<file path="src/hw/rtl/fqsr_pkg.sv">
`timescale 1ns / 1ps
// ----------------------------------------------------------------------------
// FIFO queue with search and removal: shared package
// Request and response payload types, operation and status codes, defaults.
// ----------------------------------------------------------------------------
package fqsr_pkg;

    localparam int DEPTH_DEFAULT      = 16;
    localparam int ITEM_WIDTH_DEFAULT = 32;

    localparam int OPCODE_W     = 2;
    localparam int ITEM_VALUE_W = 32;
    localparam int STATUS_W     = 2;
    localparam int ITEM_OUT_W   = 32;
    localparam int POSITION_W   = 4;
    localparam int COUNT_W      = 5;

    typedef enum logic [OPCODE_W-1:0] {
        OP_PUSH   = 2'd0,
        OP_POP    = 2'd1,
        OP_FIND   = 2'd2,
        OP_REMOVE = 2'd3
    } op_t;

    localparam logic [STATUS_W-1:0] STATUS_OK   = 2'd0;
    localparam logic [STATUS_W-1:0] STATUS_MISS = 2'd1;
    localparam logic [STATUS_W-1:0] STATUS_FULL = 2'd2;

    typedef struct packed {
        logic [OPCODE_W-1:0]     opcode;
        logic [ITEM_VALUE_W-1:0] item_value;
    } fqsr_req_t;

    typedef struct packed {
        logic [STATUS_W-1:0]   status;
        logic [ITEM_OUT_W-1:0] item_out;
        logic [POSITION_W-1:0] position;
        logic [COUNT_W-1:0]    count;
    } fqsr_rsp_t;

endpackage

</file>
<file path="src/hw/rtl/fqsr_store.sv">
`timescale 1ns / 1ps
// ----------------------------------------------------------------------------
// FIFO queue with search and removal: entry store
// Simple dual-port memory with one write port and one registered read port.
// ----------------------------------------------------------------------------
module fqsr_store
    import fqsr_pkg::*;
#(
    parameter int DEPTH      = DEPTH_DEFAULT,
    parameter int ITEM_WIDTH = ITEM_WIDTH_DEFAULT,
    localparam int IDX_W     = $clog2(DEPTH)
)
(
    input  logic                  clk,
    input  logic                  wr_en,
    input  logic [IDX_W-1:0]      wr_addr,
    input  logic [ITEM_WIDTH-1:0] wr_data,
    input  logic                  rd_en,
    input  logic [IDX_W-1:0]      rd_addr,
    output logic [ITEM_WIDTH-1:0] rd_data
);

    logic [ITEM_WIDTH-1:0] mem [DEPTH];
    logic [ITEM_WIDTH-1:0] rd_data_reg;

    always_ff @(posedge clk)
    begin
        if (wr_en)
        begin
            mem[wr_addr] <= wr_data;
        end
        if (rd_en)
        begin
            rd_data_reg <= mem[rd_addr];
        end
    end

    assign rd_data = rd_data_reg;

endmodule

</file>
<file path="src/hw/rtl/fqsr_ctrl.sv">
`timescale 1ns / 1ps
// ----------------------------------------------------------------------------
// FIFO queue with search and removal: sequencer
// Runs each operation over the entry store, scans with one comparator, shifts
// entries one per cycle on removal, and holds the response register.
// ----------------------------------------------------------------------------
module fqsr_ctrl
    import fqsr_pkg::*;
#(
    parameter int DEPTH      = DEPTH_DEFAULT,
    parameter int ITEM_WIDTH = ITEM_WIDTH_DEFAULT,
    localparam int IDX_W     = $clog2(DEPTH),
    localparam int CNT_W     = $clog2(DEPTH + 1)
)
(
    input  logic                  clk,
    input  logic                  rst_n,
    input  logic                  req_valid,
    output logic                  req_ready,
    input  fqsr_req_t             req,
    output logic                  rsp_valid,
    input  logic                  rsp_ready,
    output fqsr_rsp_t             rsp,
    output logic                  mem_wr_en,
    output logic [IDX_W-1:0]      mem_wr_addr,
    output logic [ITEM_WIDTH-1:0] mem_wr_data,
    output logic                  mem_rd_en,
    output logic [IDX_W-1:0]      mem_rd_addr,
    input  logic [ITEM_WIDTH-1:0] mem_rd_data
);

    localparam int HW = (ITEM_WIDTH < ITEM_VALUE_W) ? ITEM_WIDTH : ITEM_VALUE_W;
    localparam int OW = (ITEM_WIDTH < ITEM_OUT_W) ? ITEM_WIDTH : ITEM_OUT_W;
    localparam int PW = (CNT_W < POSITION_W) ? CNT_W : POSITION_W;
    localparam int KW = (CNT_W < COUNT_W) ? CNT_W : COUNT_W;

    typedef enum logic [2:0] {
        S_IDLE,
        S_PUSH,
        S_POP,
        S_POP_WAIT,
        S_SCAN,
        S_SHIFT,
        S_RESP
    } state_t;

    state_t                state_reg,     state_next;
    op_t                   op_reg,        op_next;
    logic [ITEM_WIDTH-1:0] handle_reg,    handle_next;
    logic [CNT_W-1:0]      count_reg,     count_next;
    logic [IDX_W-1:0]      head_reg,      head_next;
    logic [CNT_W-1:0]      rd_idx_reg,    rd_idx_next;
    logic [CNT_W-1:0]      cmp_idx_reg,   cmp_idx_next;
    logic                  cmp_valid_reg, cmp_valid_next;
    logic [CNT_W-1:0]      wr_idx_reg,    wr_idx_next;
    logic                  wr_pend_reg,   wr_pend_next;
    logic [STATUS_W-1:0]   res_status_reg, res_status_next;
    logic [ITEM_OUT_W-1:0] res_item_reg,  res_item_next;
    logic [CNT_W-1:0]      res_pos_reg,   res_pos_next;
    logic                  rsp_valid_reg, rsp_valid_next;
    fqsr_rsp_t             rsp_reg,       rsp_next;
    logic [ITEM_WIDTH-1:0] req_handle;
    logic [ITEM_OUT_W-1:0] popped_item;
    fqsr_rsp_t             rsp_fmt;

    function automatic logic [IDX_W-1:0] slot_of(input logic [IDX_W-1:0] head,
                                                 input logic [CNT_W-1:0] pos);
        logic [CNT_W:0] sum;
        sum = {1'b0, pos} + (CNT_W + 1)'(head);
        if (sum >= (CNT_W + 1)'(DEPTH))
        begin
            sum = sum - (CNT_W + 1)'(DEPTH);
        end
        return sum[IDX_W-1:0];
    endfunction

    always_comb
    begin
        req_handle = '0;
        req_handle[HW-1:0] = req.item_value[HW-1:0];
        popped_item = '0;
        popped_item[OW-1:0] = mem_rd_data[OW-1:0];
        rsp_fmt = '0;
        rsp_fmt.status = res_status_reg;
        rsp_fmt.item_out = res_item_reg;
        rsp_fmt.position[PW-1:0] = res_pos_reg[PW-1:0];
        rsp_fmt.count[KW-1:0] = count_reg[KW-1:0];
    end

    always_comb
    begin
        state_next      = state_reg;
        op_next         = op_reg;
        handle_next     = handle_reg;
        count_next      = count_reg;
        head_next       = head_reg;
        rd_idx_next     = rd_idx_reg;
        cmp_idx_next    = cmp_idx_reg;
        cmp_valid_next  = cmp_valid_reg;
        wr_idx_next     = wr_idx_reg;
        wr_pend_next    = wr_pend_reg;
        res_status_next = res_status_reg;
        res_item_next   = res_item_reg;
        res_pos_next    = res_pos_reg;
        rsp_valid_next  = rsp_valid_reg;
        rsp_next        = rsp_reg;
        mem_wr_en       = 1'b0;
        mem_wr_addr     = slot_of(head_reg, count_reg);
        mem_wr_data     = handle_reg;
        mem_rd_en       = 1'b0;
        mem_rd_addr     = head_reg;

        if (rsp_valid_reg && rsp_ready)
        begin
            rsp_valid_next = 1'b0;
        end

        unique case (state_reg)
            S_IDLE:
            begin
                if (req_valid)
                begin
                    op_next         = op_t'(req.opcode);
                    handle_next     = req_handle;
                    res_status_next = STATUS_OK;
                    res_item_next   = '0;
                    res_pos_next    = '0;
                    rd_idx_next     = '0;
                    cmp_valid_next  = 1'b0;
                    unique case (op_t'(req.opcode))
                        OP_PUSH:   state_next = S_PUSH;
                        OP_POP:    state_next = S_POP;
                        OP_FIND:   state_next = S_SCAN;
                        OP_REMOVE: state_next = S_SCAN;
                    endcase
                end
            end
            S_PUSH:
            begin
                if (count_reg == CNT_W'(DEPTH))
                begin
                    res_status_next = STATUS_FULL;
                end
                else
                begin
                    mem_wr_en  = 1'b1;
                    count_next = count_reg + CNT_W'(1);
                end
                state_next = S_RESP;
            end
            S_POP:
            begin
                if (count_reg == '0)
                begin
                    res_status_next = STATUS_MISS;
                    state_next      = S_RESP;
                end
                else
                begin
                    mem_rd_en  = 1'b1;
                    state_next = S_POP_WAIT;
                end
            end
            S_POP_WAIT:
            begin
                res_item_next = popped_item;
                head_next     = slot_of(head_reg, CNT_W'(1));
                count_next    = count_reg - CNT_W'(1);
                state_next    = S_RESP;
            end
            S_SCAN:
            begin
                if (cmp_valid_reg && (mem_rd_data == handle_reg))
                begin
                    res_pos_next = cmp_idx_reg;
                    if (op_reg == OP_REMOVE)
                    begin
                        rd_idx_next  = cmp_idx_reg + CNT_W'(1);
                        wr_pend_next = 1'b0;
                        state_next   = S_SHIFT;
                    end
                    else
                    begin
                        state_next = S_RESP;
                    end
                end
                else if (rd_idx_reg < count_reg)
                begin
                    mem_rd_en      = 1'b1;
                    mem_rd_addr    = slot_of(head_reg, rd_idx_reg);
                    cmp_idx_next   = rd_idx_reg;
                    cmp_valid_next = 1'b1;
                    rd_idx_next    = rd_idx_reg + CNT_W'(1);
                end
                else
                begin
                    res_status_next = STATUS_MISS;
                    res_pos_next    = '0;
                    state_next      = S_RESP;
                end
            end
            S_SHIFT:
            begin
                if (wr_pend_reg)
                begin
                    mem_wr_en   = 1'b1;
                    mem_wr_addr = slot_of(head_reg, wr_idx_reg);
                    mem_wr_data = mem_rd_data;
                end
                if (rd_idx_reg < count_reg)
                begin
                    mem_rd_en    = 1'b1;
                    mem_rd_addr  = slot_of(head_reg, rd_idx_reg);
                    wr_idx_next  = rd_idx_reg - CNT_W'(1);
                    wr_pend_next = 1'b1;
                    rd_idx_next  = rd_idx_reg + CNT_W'(1);
                end
                else
                begin
                    wr_pend_next = 1'b0;
                    if (!wr_pend_reg)
                    begin
                        count_next = count_reg - CNT_W'(1);
                        state_next = S_RESP;
                    end
                end
            end
            S_RESP:
            begin
                if (!rsp_valid_reg || rsp_ready)
                begin
                    rsp_next       = rsp_fmt;
                    rsp_valid_next = 1'b1;
                    state_next     = S_IDLE;
                end
            end
            default:
            begin
                state_next = S_IDLE;
            end
        endcase
    end

    always_ff @(posedge clk or negedge rst_n)
    begin
        if (!rst_n)
        begin
            state_reg     <= S_IDLE;
            count_reg     <= '0;
            head_reg      <= '0;
            cmp_valid_reg <= 1'b0;
            wr_pend_reg   <= 1'b0;
            rsp_valid_reg <= 1'b0;
            rsp_reg       <= '0;
        end
        else
        begin
            state_reg     <= state_next;
            count_reg     <= count_next;
            head_reg      <= head_next;
            cmp_valid_reg <= cmp_valid_next;
            wr_pend_reg   <= wr_pend_next;
            rsp_valid_reg <= rsp_valid_next;
            rsp_reg       <= rsp_next;
        end
    end

    always_ff @(posedge clk)
    begin
        op_reg         <= op_next;
        handle_reg     <= handle_next;
        rd_idx_reg     <= rd_idx_next;
        cmp_idx_reg    <= cmp_idx_next;
        wr_idx_reg     <= wr_idx_next;
        res_status_reg <= res_status_next;
        res_item_reg   <= res_item_next;
        res_pos_reg    <= res_pos_next;
    end

    assign req_ready = (state_reg == S_IDLE);
    assign rsp_valid = rsp_valid_reg;
    assign rsp       = rsp_reg;

endmodule

</file>
<file path="src/hw/rtl/fifo_queue_with_search_remove.sv">
`timescale 1ns / 1ps
// ----------------------------------------------------------------------------
// FIFO queue with search and removal
// Ordered queue of handles with push, pop, find and remove by value.
// ----------------------------------------------------------------------------
//  Channel   Handshake                 Payload
//  request   req_valid / req_ready     req: opcode, item_value
//  response  rsp_valid / rsp_ready     rsp: status, item_out, position, count
//
// Push writes the tail slot and pop reads the head slot. Find and remove take
// time that grows with the entry count, since one memory read port feeds
// one comparator and then the shift, one entry per cycle.
// Reset clears the state, count, head pointer and response register; the store needs no clearing.
// A new request is taken while the previous response still waits.
// ----------------------------------------------------------------------------
module fifo_queue_with_search_remove
    import fqsr_pkg::*;
#(
    parameter int DEPTH      = DEPTH_DEFAULT,
    parameter int ITEM_WIDTH = ITEM_WIDTH_DEFAULT
)
(
    input  logic      clk,
    input  logic      rst_n,
    input  logic      req_valid,
    output logic      req_ready,
    input  fqsr_req_t req,
    output logic      rsp_valid,
    input  logic      rsp_ready,
    output fqsr_rsp_t rsp
);

    localparam int IDX_W = $clog2(DEPTH);

    logic                  mem_wr_en;
    logic [IDX_W-1:0]      mem_wr_addr;
    logic [ITEM_WIDTH-1:0] mem_wr_data;
    logic                  mem_rd_en;
    logic [IDX_W-1:0]      mem_rd_addr;
    logic [ITEM_WIDTH-1:0] mem_rd_data;

    fqsr_ctrl #(
        .DEPTH      (DEPTH),
        .ITEM_WIDTH (ITEM_WIDTH)
    ) u_ctrl (
        .clk         (clk),
        .rst_n       (rst_n),
        .req_valid   (req_valid),
        .req_ready   (req_ready),
        .req         (req),
        .rsp_valid   (rsp_valid),
        .rsp_ready   (rsp_ready),
        .rsp         (rsp),
        .mem_wr_en   (mem_wr_en),
        .mem_wr_addr (mem_wr_addr),
        .mem_wr_data (mem_wr_data),
        .mem_rd_en   (mem_rd_en),
        .mem_rd_addr (mem_rd_addr),
        .mem_rd_data (mem_rd_data)
    );

    fqsr_store #(
        .DEPTH      (DEPTH),
        .ITEM_WIDTH (ITEM_WIDTH)
    ) u_store (
        .clk     (clk),
        .wr_en   (mem_wr_en),
        .wr_addr (mem_wr_addr),
        .wr_data (mem_wr_data),
        .rd_en   (mem_rd_en),
        .rd_addr (mem_rd_addr),
        .rd_data (mem_rd_data)
    );

endmodule
</file>
<file path="config.mk">
export PLATFORM = sky130hd
export DESIGN_NAME = fifo_queue_with_search_remove
export DESIGN_NICKNAME = d
export VERILOG_FILES = /design/src/hw/rtl/fqsr_pkg.sv /design/src/hw/rtl/fqsr_store.sv /design/src/hw/rtl/fqsr_ctrl.sv /design/src/hw/rtl/fifo_queue_with_search_remove.sv
export SDC_FILE = /design/constraint.sdc
export NUM_CORES = 1
export LEC_CHECK = 0
export BUFFER_PORTS_ARGS = -buffer_cell sky130_fd_sc_hd__buf_2
export CAP_MARGIN = 20
export CELL_PAD_IN_SITES_DETAIL_PLACEMENT = 2
export CELL_PAD_IN_SITES_GLOBAL_PLACEMENT = 2
export CORE_MARGIN = 3
export CORE_UTILIZATION = 50
export DETAILED_ROUTE_END_ITERATION = 10
export PLACE_DENSITY = 0.88
export SYNTH_ARGS = -nofsm -noshare
export SYNTH_HDL_FRONTEND = slang
export SYNTH_SLANG_ARGS = --single-unit
</file>
<file path="constraint.sdc">
create_clock -name clk -period 7.6 [get_ports clk]
set_input_delay 0.76 -clock clk [delete_from_list [all_inputs] [get_ports clk]]
set_output_delay 0.76 -clock clk [all_outputs]
set_load 0.1 [all_outputs]
</file>
-- Word-level counts from Yosys, hierarchy flattened
Memory sizes are Yosys's and may differ from the RTL's. A register that Yosys moved wholly into a read port is not among the register bits.
Cells that the tools add are included.
Widths: inputs -> output; s select.
- memories: 1
- output and inout bits: 45
- memory bits (writable): 512
- flip-flop bits (word level): 145
- order comparisons: 5
- reductions and logical operators: 27
- add/subtract/negate cells: 13
- equal/unequal tests: 26
- muxes and demuxes: 60
- bitwise logic cells: 1
- memory list (memory ; depth ; bits a word ; read ports ; clocked after Yosys merged registers in ; write ports ; line ; text):
    u_store.mem ; 16 ; 32 ; 1 ; 1 ; 1 ; fqsr_store.sv:23 ; logic [ITEM_WIDTH-1:0] mem [DEPTH];
- operators by type and width (kind ; count):
    $mux 32 ; 3
    $pmux 32 s2 ; 1
    $mux 4 ; 10
    $mux 5 ; 7
    $eq 32x32->1 ; 1
    $pmux 5 s3 ; 2
    $mux 3 ; 7
    $add 5x4->6 ; 3
    $ge 6x5->1 const B ; 3
    $pmux 3 s6 ; 1
    $pmux 4 s2 ; 2
    $sub 4x1->4 const B ; 4
    $add 5x1->5 const B ; 3
    $mux 1 ; 15
    $mux 2 ; 6
    $ne 2x1->1 const B ; 6
    $ne 2x2->1 const B ; 6
    $reduce_and 3->1 ; 4
    $sub 5x1->5 const B ; 2
    $eq 3x3->1 const B ; 3
    $pmux 3 s3 ; 1
    $pmux 2 s4 ; 1
    $reduce_and 2->1 ; 4
    $reduce_and 4->1 ; 2
    other kinds (25) ; 35

-- Depth between registers and ports, before layout
- depth in word-level cells: 6
- depth in mapped cells: 13
- gate-level depth less buffers: 10

-- Hierarchy
Synthesis repeated with hierarchy kept, for this count alone.
- cell total of the unflattened synthesis: 1348
- area, all modules: 27096.0 µm²
- by module, submodules not included (module ; cells each ; instances ; seq. area each (µm²) ; area each (µm²)):
    fqsr_store ; 838 ; 1 ; 16335.7 ; 20156.8
    fqsr_ctrl ; 510 ; 1 ; 4033.9 ; 6939.2

-- Worst setup path before layout
No wires, ideal clock.
- path kind: register to register
- start point: register u_ctrl.count_reg[1]
- end point: register u_store.rd_data_reg[0], in the netlist u_store.rd_data[0] (read register of u_store.mem), enable pin
- clock period less this slack: 4171 ps
- slack: 3429 ps
- setup time: 466 ps
- stages on the path, launching flop included: 8
- arrival time: 3705 ps
- path buffers: 1
- cells stage by stage: dfrtp_1 -> inv_1 -> ha_1 -> a211oi_1 -> o21a_1 -> buf_4 -> nand2_2 -> o21ai_0
- word-level cells in the longest chain between the ends: 4
- RTL lines (what ; line ; text):
    from (decl) ; fqsr_ctrl.sv:50 ; logic [CNT_W-1:0] count_reg, count_next;
    from (signal assigned) ; fqsr_ctrl.sv:259 ; count_reg <= count_next;
    $lt 5x5->1 ; fqsr_ctrl.sv:187, fqsr_ctrl.sv:210 ;
    $mux 1 ; fqsr_ctrl.sv:187, fqsr_ctrl.sv:210 ;
    $mux 1 ; fqsr_ctrl.sv:173 ; if (cmp_valid_reg && (mem_rd_data == handle_reg))
    $pmux 1 s3 (*) ; fqsr_ctrl.sv:118 ; unique case (state_reg)
    named net mem_rd_en ; fifo_queue_with_search_remove.sv:38 ; logic mem_rd_en;
    to (decl) ; fqsr_store.sv:24 ; logic [ITEM_WIDTH-1:0] rd_data_reg;
Mark *: on every way through the listed nets, which the timed path passes. The rest lies on a longest branch.
A chain may end at the register's enable or synchronous reset.

-- Worst setup path after layout
- start point: register u_store.rd_data_reg[7], in the netlist u_store.rd_data[7] (read register of u_store.mem)
- end point: register u_store.rd_data_reg[27], in the netlist u_store.rd_data[27] (read register of u_store.mem), data pin
- word-level cells in the longest chain between the ends: 4
- RTL lines (what ; line):
    $eq 32x32->1 (*) ; fqsr_ctrl.sv:173
    $logic_and 1x1->1 (*) ; fqsr_ctrl.sv:173
    $mux 1 or $mux 4 (tied branches) ; fqsr_ctrl.sv:173
    $pmux 1 s3 or $pmux 4 s2 (tied branches) ; fqsr_ctrl.sv:118
Every way passes the cells marked *; elsewhere a longest branch is shown, timed or not.

==> summary.md <==
| Metric | Value |
|---|---|
| Status | `completed` |
| CTS Buf Count | `73` |
| P per Cell Area | `roughly 460 nW/um2` |
| Total grt overflow | `0` |
| Die span in y | `roughly 240 um` |
| DRC violations left | `0` |
| Initial antenna violation count | `1` |
| Area delta synth->final | `13.6%` |
| Port Buffers | `82` |
| Max-slew headroom | `a little under a quarter` |
| Max Cap Viol | `0` |
| Synth Cell Area | `27500 um2` |
| Critical path peak fanout | `84` |
| Clock slew at reported path FFs | `0.06 ns` |
| Final antenna-violating net count | `0` |
| Synth async-reset ratio | `8.43%` |
| Setup TNS | `0 ns` |
| Core Box Area | `54100 um2` |
| Synthesis warning total | `0` |
| Ant diodes | `0` |
| Via count | `16097` |
| Ys flop type | `edfxtp_1` |
| GRT Util Overall | `around 33%` |
| Period Utilization, post-route | `~66%` |
| Fmax | `199 MHz` |
| WL/cell | `38.3 um` |
| Most common cell after layout, fill and taps aside | `edfxtp_1` |
| Unrepaired setup endpoints after global routing | `no` |
| First-pass GRT wire length | `133000 um` |
| Fillers | `between 4000 and 5000` |
| Critical path origin | `u_store.rd_data[7]` |
| DP Area | `28700 um2` |
| CTS max path bufs | `3` |
| Post-cts repair resize count | `0` |
| Post-CTS Repair Setup Buffers | `0` |
| CP Class | `flop to flop` |
| Post-synthesis adder-cell area fraction | `1.20%` |
| Hold Crit Class | `primary input to async pin` |
| CP startpoint kind | `flop` |
| FF-to-FF Start | `u_store.rd_data[7]` |
| HPWL Detailed | `52200 um` |
| Largest net degree at the start of global routing | `92` |
| Synthesized area per cell | `roughly 17 um2` |
| Peak supply drop | `0.371 mV` |
| Largest family of logic cells by synthesized area | `multiplexers` |
| Number of flip-flops in the largest register | `512` |
| Commonest non-fill, non-tap cells in the layout | `edfxtp_1 (630), mux2i_1 (258), o22ai_1 (129)` |
| Synth cell types | `50` |
| Share of layout cells above drive strength 1 | `18.4%` |
| Critical Path End Type | `flop` |
| Die X | `240 um` |
| Tmin final | `about 5 ns` |
| Root buffer cell | `clkbuf_16` |
| CTS Hold Bufs | `0` |
| Overall power | `14.3 mW` |
| EDFF count, synth | `630` |
| Gpl congestion | `slightly below 0.8` |
| Post-synthesis compound-gate area fraction | `4.20%` |
| Sequential area share after synthesis | `74.2%` |
| Number of global-route vias before repair | `17597` |
| Setup Skew | `0.0282 ns` |
| Post-Syn Nets | `between 1500 and 2000` |
| WL final | `94200 um` |
| DRT iter0 DRCs | `1763` |
| Sink Count | `688` |
| Post-Layout Inst Area | `a little over 30000 um2` |
| Leakage | `10.6 nW` |
| # rows | `85` |
| Syn Inst Count | `1580` |
| #FFs+latches synth | `688` |
| Hold Violations, Final | `0` |
| Drt via density | `6.55` |
| Actual slew at the worst max-slew pin | `between 1 and 1.5 ns` |
| Pins Over Slew Limit | `0` |
| IO Count | `83` |
| CP Data Required Time | `7.93 ns` |
| Xor/xnor cell area share of the yosys netlist | `1.82%` |
| Clock latency on the worst-skew pair | `0.64 ns` |
| Post-Synth Simple-Gate Area | `4.21%` |
| Die ar. | `57800 um2` |
| Final setup fails | `0` |
| Post-synthesis mux area share | `12.6%` |
| CTS tree | `yes` |
| Fin Hold WS | `0.295 ns` |
| DRT Pass-1 Iters | `5` |
| Nets@finish | `1764` |
| Initial core utilization | `50.7%` |
| H-tree level count | `3` |
| Crit path DAT | `5.35 ns` |
[final cells by class]
type | count | area [um2] | area share, %
Clock buffer | 101 | 2000 | 6.43
Clock inverter | 35 | 382 | 1.22
Inverter | 21 | 78.8 | 0.253
Multi-Input combinational cell | 801 | 6740 | 21.6
Sequential cell | 688 | 20400 | 65.3
Tap cell | 696 | 871 | 2.79
Timing Repair Buffer | 117 | 748 | 2.40
[worst paths after layout]
kind / to / slack [ns] / depth (start not counted)
setup reg to reg: u_store.rd_data[27] / 2.58 / 10
setup / recovery: u_store.rd_data[27] / 2.58 / 10
max in group asynchronous: u_ctrl.rsp[30] / 6.67 / 1
hold / removal: u_ctrl.head_reg[0] / 0.30 / 1
min in group clk: u_ctrl.handle_reg[13] / 0.30 / 1
hold reg to reg: u_ctrl.rsp[40] / 0.48 / 1
[logic make-up after synthesis]
logic type,after synthesis
DFF,688
muxes,334
and+or+nand+nor,201
AOI/OAI and AO/OA,185
buffers and inverters,91
xor gates and xnor gates,57
adders and majority gates,24
[stage by stage]
step | util, % | worst slack [ns] | std cells
2_1_floorplan | - | 3.43 | 1580
3_3_place_gp | 53.1 | 2.82 | 2319
3_5_place_dp | 53.1 | 2.40 | 2319
4_1_cts | 57.5 | 2.32 | 2455
5_1_grt | 57.6 | 2.38 | 2459
6_report | 57.6 | 2.58 | 2459
[synthesized netlist by cell type (2+ instances only)]
cell type | count | share of area (%)
nand4_1 | 9 | 0.20
buf_6 | 7 | 0.29
and3_1 | 3 | 0.068
or3_1 | 3 | 0.068
nand2b_1 | 11 | 0.25
clkbuf_1 | 23 | 0.31
ha_1 | 20 | 0.91
a22oi_1 | 2 | 0.055
a21oi_1 | 15 | 0.27
nor4_1 | 10 | 0.23
nor2_1 | 27 | 0.37
buf_4 | 27 | 0.74
fa_1 | 4 | 0.29
buf_1 | 3 | 0.041
mux2i_1 | 258 | 9.4
o21a_1 | 3 | 0.082
edfxtp_1 | 630 | 69
nor3b_1 | 2 | 0.055
xor2_1 | 42 | 1.3
a21o_1 | 7 | 0.19
o21ai_0 | 18 | 0.33
nand2_1 | 35 | 0.48
nor3_1 | 8 | 0.15
nand2_2 | 3 | 0.068
dfrtp_1 | 58 | 5.3
nand3_1 | 6 | 0.11
nor2b_1 | 5 | 0.11
mux2_2 | 75 | 3.1
and2_1 | 41 | 0.93
or4_1 | 32 | 0.87
xnor2_1 | 15 | 0.48
o22ai_1 | 129 | 2.9
buf_2 | 10 | 0.18
o41ai_1 | 3 | 0.096
inv_1 | 21 | 0.29
[layer usage]
metal	part of all wire, %	global-route usage [%]	up-vias
met4	4.6	14.6	2
met2	50	56.3	822
met5	0.019	0	-
met1	38	41.5	8548
met3	7.0	6.52	259
li1	-	-	6466
[worst max-delay path: stages, from the launching register on]
cell and delay, ns:
edfxtp_1 0.44, xor2_1 0.24, nor4_1 0.60, nand4_1 0.32, nor4_4 0.70, nor2_4 0.13, mux2i_4 0.55, buf_12 0.51
mux2i_1 0.33, o22ai_1 0.15, or4_1 0.60
[report_power, final]
group          switching [mW]  internal, mW  leakage (nW)
Clock                    1.56          2.10          1.17
Sequential              0.395          4.83          6.42
Combinational            3.73          1.68          2.96
Note: power is estimated with default switching activity, not from simulation.
